`src/rtl/scra_pkg.sv`:
```
// Package for the SPI command register access core.
// Holds store sizing, command codes and the phase and control state types.
// No dependencies; compile first.
package scra_pkg;

  localparam int ADDR_WIDTH  = 8;
  localparam int STORE_DEPTH = 1 << ADDR_WIDTH;
  localparam int BYTE_W      = 8;

  localparam logic [BYTE_W-1:0] CMD_READ   = 8'h00;
  localparam logic [BYTE_W-1:0] CMD_WRITE  = 8'h80;
  localparam logic [BYTE_W-1:0] CMD_TOGGLE = 8'h40;
  localparam logic [BYTE_W-1:0] CMD_SET    = 8'h20;
  localparam logic [BYTE_W-1:0] CMD_CLEAR  = 8'h10;

  typedef logic [BYTE_W-1:0]     byte_t;
  typedef logic [ADDR_WIDTH-1:0] addr_t;

  // Transaction phase
  typedef enum logic [1:0] {
    PH_CMD   = 2'd0,
    PH_ADDR  = 2'd1,
    PH_DATA  = 2'd2,
    PH_DUMMY = 2'd3
  } phase_t;

  // Item sequencer
  typedef enum logic {
    CS_IDLE = 1'b0,
    CS_EXEC = 1'b1
  } ctl_state_t;

  function automatic logic is_modify_cmd(input byte_t c);
    return (c == CMD_WRITE) || (c == CMD_TOGGLE) || (c == CMD_SET) || (c == CMD_CLEAR);
  endfunction

endpackage

```
`src/rtl/scra_in_if.sv`:
```
// Received-byte channel: valid/ready handshake carrying one SPI byte.
// Depends on scra_pkg.
interface scra_in_if;
  logic                  valid;
  logic                  ready;
  scra_pkg::byte_t       rx_byte;

  modport source (output valid, output rx_byte, input ready);
  modport sink   (input valid, input rx_byte, output ready);
endinterface

```
`src/rtl/scra_out_if.sv`:
```
// Reply-byte channel: valid/ready handshake carrying the next byte to shift out.
// Depends on scra_pkg.
interface scra_out_if;
  logic                  valid;
  logic                  ready;
  scra_pkg::byte_t       tx_byte;

  modport source (output valid, output tx_byte, input ready);
  modport sink   (input valid, input tx_byte, output ready);
endinterface

```
`src/rtl/spi_command_register_access_core.sv`:
```
// SPI command register access core: command decode and a 256-byte register store.
// Depends on scra_pkg, scra_in_if and scra_out_if.
//
//   channel   dir  handshake      payload
//   in_word   in   valid/ready    rx_byte [7:0]  byte received from the master
//   out_word  out  valid/ready    tx_byte [7:0]  byte to load for the next transfer
//
// Each word is accepted in the idle state, which issues the store read, and is
// executed in the execute state, which writes back and loads the reply register;
// no word is taken during execute. Synchronous active-low reset clears control
// state, phase, command, address, reply valid and the per-entry valid bits at
// once, so the store reads as zero with no clearing pass. A waiting reply stalls
// the input only if it is not taken in the cycle a new word would be accepted.
module spi_command_register_access_core (
  input  logic        clk,
  input  logic        rst_n,
  scra_in_if.sink     in_word,
  scra_out_if.source  out_word
);
  import scra_pkg::*;

  // Control and transaction state
  ctl_state_t ctl_r, ctl_nxt;
  phase_t     phase_r, phase_nxt;
  byte_t      cmd_r, cmd_nxt;
  addr_t      addr_r, addr_nxt;
  byte_t      rx_r;

  // Register store: data array plus a valid bit per entry
  byte_t                  store_mem [STORE_DEPTH];
  logic [STORE_DEPTH-1:0] vld_r;
  byte_t                  rd_data_r;
  logic                   rd_vld_r;
  addr_t                  rd_addr;
  logic                   mem_we;
  byte_t                  wr_data;

  // Reply register
  logic  out_valid_r, out_valid_nxt;
  byte_t out_data_r;
  byte_t tx_nxt;

  logic  in_acc;
  byte_t cur;

  assign in_acc = in_word.valid && in_word.ready;

  // Address-phase words index the store directly; a data word uses the held address
  assign rd_addr = (phase_r == PH_ADDR) ? in_word.rx_byte[ADDR_WIDTH-1:0] : addr_r;

  // Next-state logic
  always_comb begin
    ctl_nxt = ctl_r;
    case (ctl_r)
      CS_IDLE: if (in_acc) ctl_nxt = CS_EXEC;
      CS_EXEC: ctl_nxt = CS_IDLE;
      default: ctl_nxt = CS_IDLE;
    endcase
  end

  // Handshake outputs: take a word only when idle and the reply slot drains in time
  always_comb begin
    in_word.ready = 1'b0;
    case (ctl_r)
      CS_IDLE: in_word.ready = !out_valid_r || out_word.ready;
      CS_EXEC: in_word.ready = 1'b0;
      default: in_word.ready = 1'b0;
    endcase
  end

  assign out_word.valid   = out_valid_r;
  assign out_word.tx_byte = out_data_r;

  // Execute: decode the held word against the phase and the read-back entry
  always_comb begin
    cur       = rd_vld_r ? rd_data_r : '0;
    phase_nxt = phase_r;
    cmd_nxt   = cmd_r;
    addr_nxt  = addr_r;
    tx_nxt    = '0;
    mem_we    = 1'b0;
    wr_data   = cur;
    if (ctl_r == CS_EXEC) begin
      case (phase_r)
        PH_CMD: begin
          cmd_nxt   = rx_r;
          phase_nxt = PH_ADDR;
        end
        PH_ADDR: begin
          if (cmd_r == CMD_READ) begin
            addr_nxt  = rx_r[ADDR_WIDTH-1:0];
            tx_nxt    = cur;
            phase_nxt = PH_DUMMY;
          end else if (is_modify_cmd(cmd_r)) begin
            addr_nxt  = rx_r[ADDR_WIDTH-1:0];
            phase_nxt = PH_DATA;
          end else begin
            // unknown command: drop back to awaiting a command
            phase_nxt = PH_CMD;
          end
        end
        PH_DATA: begin
          case (cmd_r)
            CMD_WRITE:  wr_data = rx_r;
            CMD_TOGGLE: wr_data = cur ^ rx_r;
            CMD_SET:    wr_data = cur | rx_r;
            CMD_CLEAR:  wr_data = cur & ~rx_r;
            default:    wr_data = cur;
          endcase
          mem_we    = 1'b1;
          phase_nxt = PH_CMD;
        end
        PH_DUMMY: phase_nxt = PH_CMD;
        default:  phase_nxt = PH_CMD;
      endcase
    end
  end

  // Reply slot: load on execute, clear when taken
  always_comb begin
    out_valid_nxt = out_valid_r;
    if (ctl_r == CS_EXEC) begin
      out_valid_nxt = 1'b1;
    end else if (out_word.ready) begin
      out_valid_nxt = 1'b0;
    end
  end

  // Control registers
  always_ff @(posedge clk) begin
    if (!rst_n) begin
      ctl_r       <= CS_IDLE;
      phase_r     <= PH_CMD;
      cmd_r       <= '0;
      addr_r      <= '0;
      out_valid_r <= 1'b0;
      vld_r       <= '0;
    end else begin
      ctl_r       <= ctl_nxt;
      phase_r     <= phase_nxt;
      cmd_r       <= cmd_nxt;
      addr_r      <= addr_nxt;
      out_valid_r <= out_valid_nxt;
      if (mem_we) vld_r[addr_r] <= 1'b1;
    end
  end

  // Payload registers
  always_ff @(posedge clk) begin
    if (in_acc) begin
      rx_r     <= in_word.rx_byte;
      rd_vld_r <= vld_r[rd_addr];
    end
    if (ctl_r == CS_EXEC) out_data_r <= tx_nxt;
  end

  // Store: one write port, one registered read port. The write lands at the
  // execute edge, always before the next word's read, so no forwarding is needed.
  always_ff @(posedge clk) begin
    if (mem_we) store_mem[addr_r] <= wr_data;
    if (in_acc) rd_data_r <= store_mem[rd_addr];
  end

  // Every accepted word is executed on the following edge
  a_acc_exec: assert property (@(posedge clk) disable iff (!rst_n)
    in_acc |=> (ctl_r == CS_EXEC))
    else $error("accepted word not executed");

  // Execution always leaves a reply in the output slot
  a_exec_reply: assert property (@(posedge clk) disable iff (!rst_n)
    (ctl_r == CS_EXEC) |=> out_valid_r)
    else $error("executed word left no reply");

  // Only the address word of a read can produce a non-zero reply
  a_reply_src: assert property (@(posedge clk) disable iff (!rst_n)
    ((ctl_r == CS_EXEC) && (tx_nxt != '0)) |-> ((phase_r == PH_ADDR) && (cmd_r == CMD_READ)))
    else $error("non-zero reply outside a read");

  // A store write, made only on a data word, returns the phase to awaiting a command
  a_write_phase: assert property (@(posedge clk) disable iff (!rst_n)
    mem_we |=> (phase_r == PH_CMD))
    else $error("store write without return to command phase");

endmodule
```
`src/flat_wrapper.sv`:
```
// flat-port wrapper written by rule: the top's interface ports become plain ports
module spi_command_register_access_core_flat import scra_pkg::*;
  (clk, rst_n, in_word_valid, in_word_rx_byte, in_word_ready, out_word_valid, out_word_tx_byte, out_word_ready);
  scra_in_if in_word_i ();
  scra_out_if out_word_i ();
  input  logic clk;
  input  logic rst_n;
  input wire logic [$bits(in_word_i.valid)-1:0] in_word_valid;
  input wire logic [$bits(in_word_i.rx_byte)-1:0] in_word_rx_byte;
  output wire logic [$bits(in_word_i.ready)-1:0] in_word_ready;
  output wire logic [$bits(out_word_i.valid)-1:0] out_word_valid;
  output wire logic [$bits(out_word_i.tx_byte)-1:0] out_word_tx_byte;
  input wire logic [$bits(out_word_i.ready)-1:0] out_word_ready;
  assign in_word_i.valid = in_word_valid;
  assign in_word_i.rx_byte = in_word_rx_byte;
  assign in_word_ready = in_word_i.ready;
  assign out_word_valid = out_word_i.valid;
  assign out_word_tx_byte = out_word_i.tx_byte;
  assign out_word_i.ready = out_word_ready;
  spi_command_register_access_core u_core (.clk(clk), .rst_n(rst_n), .in_word(in_word_i), .out_word(out_word_i));
endmodule
```
`config.mk`:
```
export PLATFORM = sky130hd
export DESIGN_NAME = spi_command_register_access_core_flat
export DESIGN_NICKNAME = d
export VERILOG_FILES = /design/src/rtl/scra_pkg.sv /design/src/rtl/scra_in_if.sv /design/src/rtl/scra_out_if.sv /design/src/rtl/spi_command_register_access_core.sv /design/src/flat_wrapper.sv
export SDC_FILE = /design/constraint.sdc
export NUM_CORES = 2
export LEC_CHECK = 0
export CORE_MARGIN = 5
export CORE_UTILIZATION = 56
export DETAILED_ROUTE_END_ITERATION = 6
export DONT_BUFFER_PORTS = 1
export GPL_ROUTABILITY_DRIVEN = 0
export PLACE_DENSITY_LB_ADDON = 0.1
export SYNTH_ARGS = -nofsm -noshare
export SYNTH_HDL_FRONTEND = slang
export SYNTH_SLANG_ARGS = --single-unit
```
`constraint.sdc`:
```
create_clock -name clk -period 29.6 [get_ports clk]
set_clock_uncertainty 0.05 [all_clocks]
set_input_delay 1.48 -clock clk [delete_from_list [all_inputs] [get_ports clk]]
set_output_delay 1.48 -clock clk [all_outputs]
set_load 0.03 [all_outputs]
```
# ---- After elaboration in Yosys (flattened, before gate mapping)
# Memories as Yosys holds them, arrays and structs flattened. A register that Yosys moved wholly into a read port is not among the register bits.
# Cells that the tools add are included.
dict set report totals {
  word_cells 64
  out_inout_bits 10
  reg_bits 293
  memories 1
  mem_bits_rw 2048
}
# name depth word_bits rd rd_ports_with_merged_regs write_ports line
set mem_list {}
lappend mem_list {u_core.store_mem 256 8 1 1 1 spi_command_register_access_core.sv:30} ;# byte_t store_mem [STORE_DEPTH];
dict set report op_classes {
  eq_ne 7
  n_bitwise 6
  order_cmp 3
  n_reduce_logical 15
  mux 23
}
# op count
set ops {}
lappend ops {{$or A256 B256 Y256} 1}
lappend ops {{$mux W8} 6}
lappend ops {{$pmux W8 S4} 1}
lappend ops {{$lt A8 B9 Y1 const B} 2}
lappend ops {{$mux W1} 9}
lappend ops {{$and A8 B8 Y8} 1}
lappend ops {{$bmux W1 S8} 1}
lappend ops {{$demux W1 S8} 1}
lappend ops {{$eq A8 B5 Y1 const B} 1}
lappend ops {{$eq A8 B6 Y1 const B} 1}
lappend ops {{$eq A8 B7 Y1 const B} 1}
lappend ops {{$eq A8 B8 Y1 const B} 1}
lappend ops {{$ge A8 B1 Y1 const B} 1}
lappend ops {{$logic_not A8 Y1} 1}
lappend ops {{$not A8 Y8} 1}
lappend ops {{$or A8 B8 Y8} 1}
lappend ops {{$xor A8 B8 Y8} 1}
lappend ops {{$pmux W2 S3} 1}
lappend ops {{$eq A2 B2 Y1 const B} 2}
lappend ops {{$logic_or A1 B1 Y1} 4}
lappend ops {{$mux W2} 2}
lappend ops {{$pmux W1 S2} 2}
lappend ops {{$reduce_and A2 Y1} 2}
lappend ops {{$reduce_bool A2 Y1} 2}
lappend ops {{other kinds (7)} 8}

# ---- Logic depth before layout (Yosys ltp)
dict set report logic_depth {
  word_depth 7
  ltp_mapped 14
}

# ---- Worst setup path before layout
# No wires, ideal clock.
dict set report synth_timing {
  path_type {register -> register}
  from {reg u_core.cmd_r[0]}
  to {mem u_core.store_mem[0][4] in the netlist's numbering (data pin)}
  n_path_buf 0
  stages_incl_launch_ff 6
  t_arrival_ns 9.377
  synth_period_minus_slack_ns 11.158
  slack_ns 18.442
  path_cell_list {dfxtp_1 -> or4_4 -> or3_4 -> nor3b_2 -> nand2_1 -> a31oi_1}
}
dict set report synth_between {
  elab_chain_len 4
  elab_cells_between_ends 7
  cone_classes {eq/ne (4); mux (3)}
}
# element line
set synth_lines {}
lappend synth_lines {{from (decl)} spi_command_register_access_core.sv:25} ;# byte_t cmd_r, cmd_nxt;
lappend synth_lines {{from (signal assigned)} spi_command_register_access_core.sv:141} ;# cmd_r <= cmd_nxt;
lappend synth_lines {{$eq A8 B5 Y1, or another cell as far along} spi_command_register_access_core.sv:103} ;# case (cmd_r)
lappend synth_lines {{$pmux W8 S4 (*)} spi_command_register_access_core.sv:103}
lappend synth_lines {{$mux W8 (*)} spi_command_register_access_core.sv:84} ;# case (phase_r)
lappend synth_lines {{$mux W8 (*)} spi_command_register_access_core.sv:83} ;# if (ctl_r == CS_EXEC) begin
lappend synth_lines {{named net u_core.wr_data[4]} spi_command_register_access_core.sv:36} ;# byte_t wr_data;
lappend synth_lines {{to (decl)} spi_command_register_access_core.sv:30}
# The timed path passes the listed nets; every way through them passes the cells marked *.

# ---- Final worst setup path
dict set report layout_timing {
  from {reg u_core.phase_r[1]}
  to {reg u_core.rd_data_r[3] (read register of u_core.store_mem) (data pin)}
}
dict set report layout_between {
  elab_chain_len 2
}
# element line
set layout_lines {}
lappend layout_lines {{from (decl)} spi_command_register_access_core.sv:24} ;# phase_t phase_r, phase_nxt;
lappend layout_lines {{from (signal assigned)} spi_command_register_access_core.sv:140} ;# phase_r <= phase_nxt;
lappend layout_lines {{$eq A2 B1 Y1} spi_command_register_access_core.sv:49} ;# assign rd_addr = (phase_r == PH_ADDR) ? in_word.rx_byte[ADDR_WIDTH-1:0] : addr_r;
lappend layout_lines {{$mux W8} spi_command_register_access_core.sv:49}
lappend layout_lines {{to (decl)} spi_command_register_access_core.sv:32} ;# byte_t rd_data_r;
# No other way between the ends.
# A chain may end at the register's enable or synchronous reset.

==> impl_metrics.toml <==
[run_status]
status = "finished clean"

[synth]
synth_edf_count = 2073
synthDistinctLibCells = 68
yosysMostFrequentCell = "edfxtp_1"
yosys-top-cells-count = "2073 x edfxtp_1, 1070 x nand2_1, 393 x mux2i_1"
synth.avg_cell_area_um2 = 14.8
async_flop_share = 0
muxShareOfSynthArea = 0.0746
ys_ff_latch = 2349
synth_top_family_by_area = "simple AND/OR/NAND/NOR gates"
synth.net_count = 6203
synth_adder_area_share = 0.00219
synth-seq-area-share = 0.740
yosys_warnings = 0
yosys.area.top_type_share = 0.680
synth-xor-area-share = 0
yosysTopAreaCell = "edfxtp_1"
synth-simple-area-share = 0.0910
syn_inst = 6175
synth_area_um2 = 91500
synth_compound_area_frac = 0.0689
synth_ff_type = "edfxtp_1"
yosys-top-cells-area = "edfxtp_1 68%, dfxtp_1 6.0%, nand2_1 4.4%, mux2i_1 4.3%, mux4_2 3.1%"

[floorplan]
die-height_um = 414
die-width_um = 414
ios = 22
die_area_um2 = 172000
initial_core_util = 0.563
core_area_um2 = 163000
fp-row-count = 148

[timing]
setup_violations = 0
hold_violations = 0
slew_headroom = 0.0315
period_share = 0.242
final.setup.tns_ns = 0
period_minus_slack_ns = 7.15
rsz0062_at_grt = "false"
whs_ns = 0.410
tightest_slew_ns = 1.44
maxSlewViolCount = 0
fmax_ghz = 0.140

[routing]
viasPerCell = 6.41
drtAntennaViolNets = 0
wirelength_um = 257000
firstDrtPassIters = 6
wl_per_cell_um = 30.2
drt_iter0_drc = 6881
drc = 0
vias = 54513

[grt]
grt_pass1_vias = 52070
grt_pass1_wl_um = 371000
grt_use_total = 0.293
grt_max_degree = 277
overflow = 0
antenna_found_initial = 5

[hold_path]
hold_class = "reg2reg"
whs_path_depth = 1
hold_start = "u_core.vld_r[26]$_SDFFE_PN0P_"

[power]
cellPowerDensity_nw_per_um2 = 69.2
leakage_nw = 33.0
finalPower_mw = 6.99
vdd_ir_drop_max_v = 0.0000656

[setup_path]
cp-end-kind = "register"
critPathRequiredTime_ns = 30.09
reg2reg_depth = 13
path_max_fanout = 59
arrival_ns = 7.64
rr_startpoint = "u_core.phase_r[1]$_SDFFE_PN0P_"
crit_path_start = "u_core.phase_r[1]$_SDFFE_PN0P_"
startpoint_type = "register"
crit_type = "reg2reg"

[clocking]
cts.sinks = 2349
tritoncts = "built"
cts_root_buffer = "clkbuf_16"
clk_pin_slew_worst_paths_ns = 0.06
postCtsHoldBufs = 0
cts_setup_buffers = 0
clockBufferDepth = 3
cts-resized-gates = 0
cts_made_buffers = 229
h-tree-depth = 4
clkLatencyLatePin_ns = 0.87

[layout]
fill_cells = 12020
area_growth_pct = 10.4
layout.cells.non_filler = 8501
seqCellArea_um2 = 67800
fin_nets = 6146
multi_input_area_um2 = 22000
drive_gt1_frac = 0.101

[place]
place_inst = 8062
port_buffers = 0
dpl.hpwl_um = 148000

[flow_run]
drv_cap = 0
## cells by family after synthesis
kind of cell | Yosys count
buffers and inverters | 419
and+or+nand+nor | 1955
DFF | 2349
AOI/OAI and AO/OA | 912
muxes | 524
adders and majority gates | 16
## routing by layer
layer  track usage  wire length, µm
met5             0               13
met1         0.416           103000
met2         0.456           119000
met3        0.0523            22500
met4         0.121            11900
## state kept, by name, summed over array words and instances, names as in the netlist
name,flops
u_core.addr_r,8
u_core.cmd_r,8
u_core.ctl_r,1
u_core.out_word.tx_byte,8
u_core.out_word.valid,1
u_core.phase_r,2
u_core.rd_data_r,8
u_core.rd_vld_r,1
u_core.rx_r,8
u_core.store_mem,2048
u_core.vld_r,256
## metrics by stage
| stage | utilization | cell area, µm² | setup WS, ns |
|---|---|---|---|
| final | 0.621 | 101000 | 22.45 |
| after CTS | 0.621 | 101000 | 22.56 |
| after floorplan | - | 91500 | 18.44 |
| after global placement | 0.575 | 93500 | 22.04 |
| after detailed placement | 0.575 | 93500 | 22.04 |
| after global routing | 0.621 | 101000 | 22.32 |
## power by group
part	internal, mW	leakage (nW)	switching [mW]	total [mW]
clock network	1.66	3.71	1.23	2.89
registers	3.68	21.2	0.00577	3.68
logic	0.0943	8.09	0.319	0.414
total	5.43	33.0	1.55	6.99
## layout make-up
class                   instances  area share
multi-input cells            3407       0.218
clock inverters                98     0.00830
well taps                    2175      0.0269
diodes                          2   0.0000495
inverters                      24    0.000892
repair buffers                107     0.00894
flip-flops and latches       2349       0.671
clock buffers                 339      0.0661
## worst paths after layout
path	slack, ns	end
setup / recovery	22.45	u_core.rd_data_r[3]$_DFFE_PP_
hold / removal	0.41	u_core.vld_r[26]$_SDFFE_PN0P_
setup reg to reg	22.45	u_core.rd_data_r[3]$_DFFE_PP_
hold reg to reg	0.41	u_core.vld_r[26]$_SDFFE_PN0P_
## cells in the final DEF, fill, tap and decap left out, types with 8 or more instances in the layout
cell type	instances
mux2i_1	392
and2_1	9
o22ai_1	140
clkinv_1	24
clkinv_2	49
clkbuf_8	34
o21ai_0	61
a31oi_1	147
dfxtp_1	276
bufinv_16	12
edfxtp_1	2073
ha_1	16
nor3_1	23
nand2_2	13
a221oi_1	8
clkbuf_1	67
a32oi_1	56
nand4_1	97
nor2_1	335
inv_1	24
a31oi_4	8
clkbuf_16	238
o21a_1	256
buf_4	99
nor2b_1	12
a211oi_1	32
a222oi_1	24
nor4_1	32
mux4_2	126
a21boi_0	10
a21oi_1	75
buf_12	8
a22oi_1	49
nand3_1	341
nand2_1	1054
## worst max-delay path: stages, from the launching register on
cell,delay (ns)
dfxtp_1,0.56
nand2b_1,0.16
buf_4,0.39
a21o_4,0.74
buf_4,0.94
buf_4,0.64
buf_4,0.71
buf_4,0.83
mux4_2,0.40
and2_1,0.16
a31oi_1,0.15
nand3_1,0.09
nor4_1,0.73
nor4_1,0.10
(Power assumes the default switching activity.)
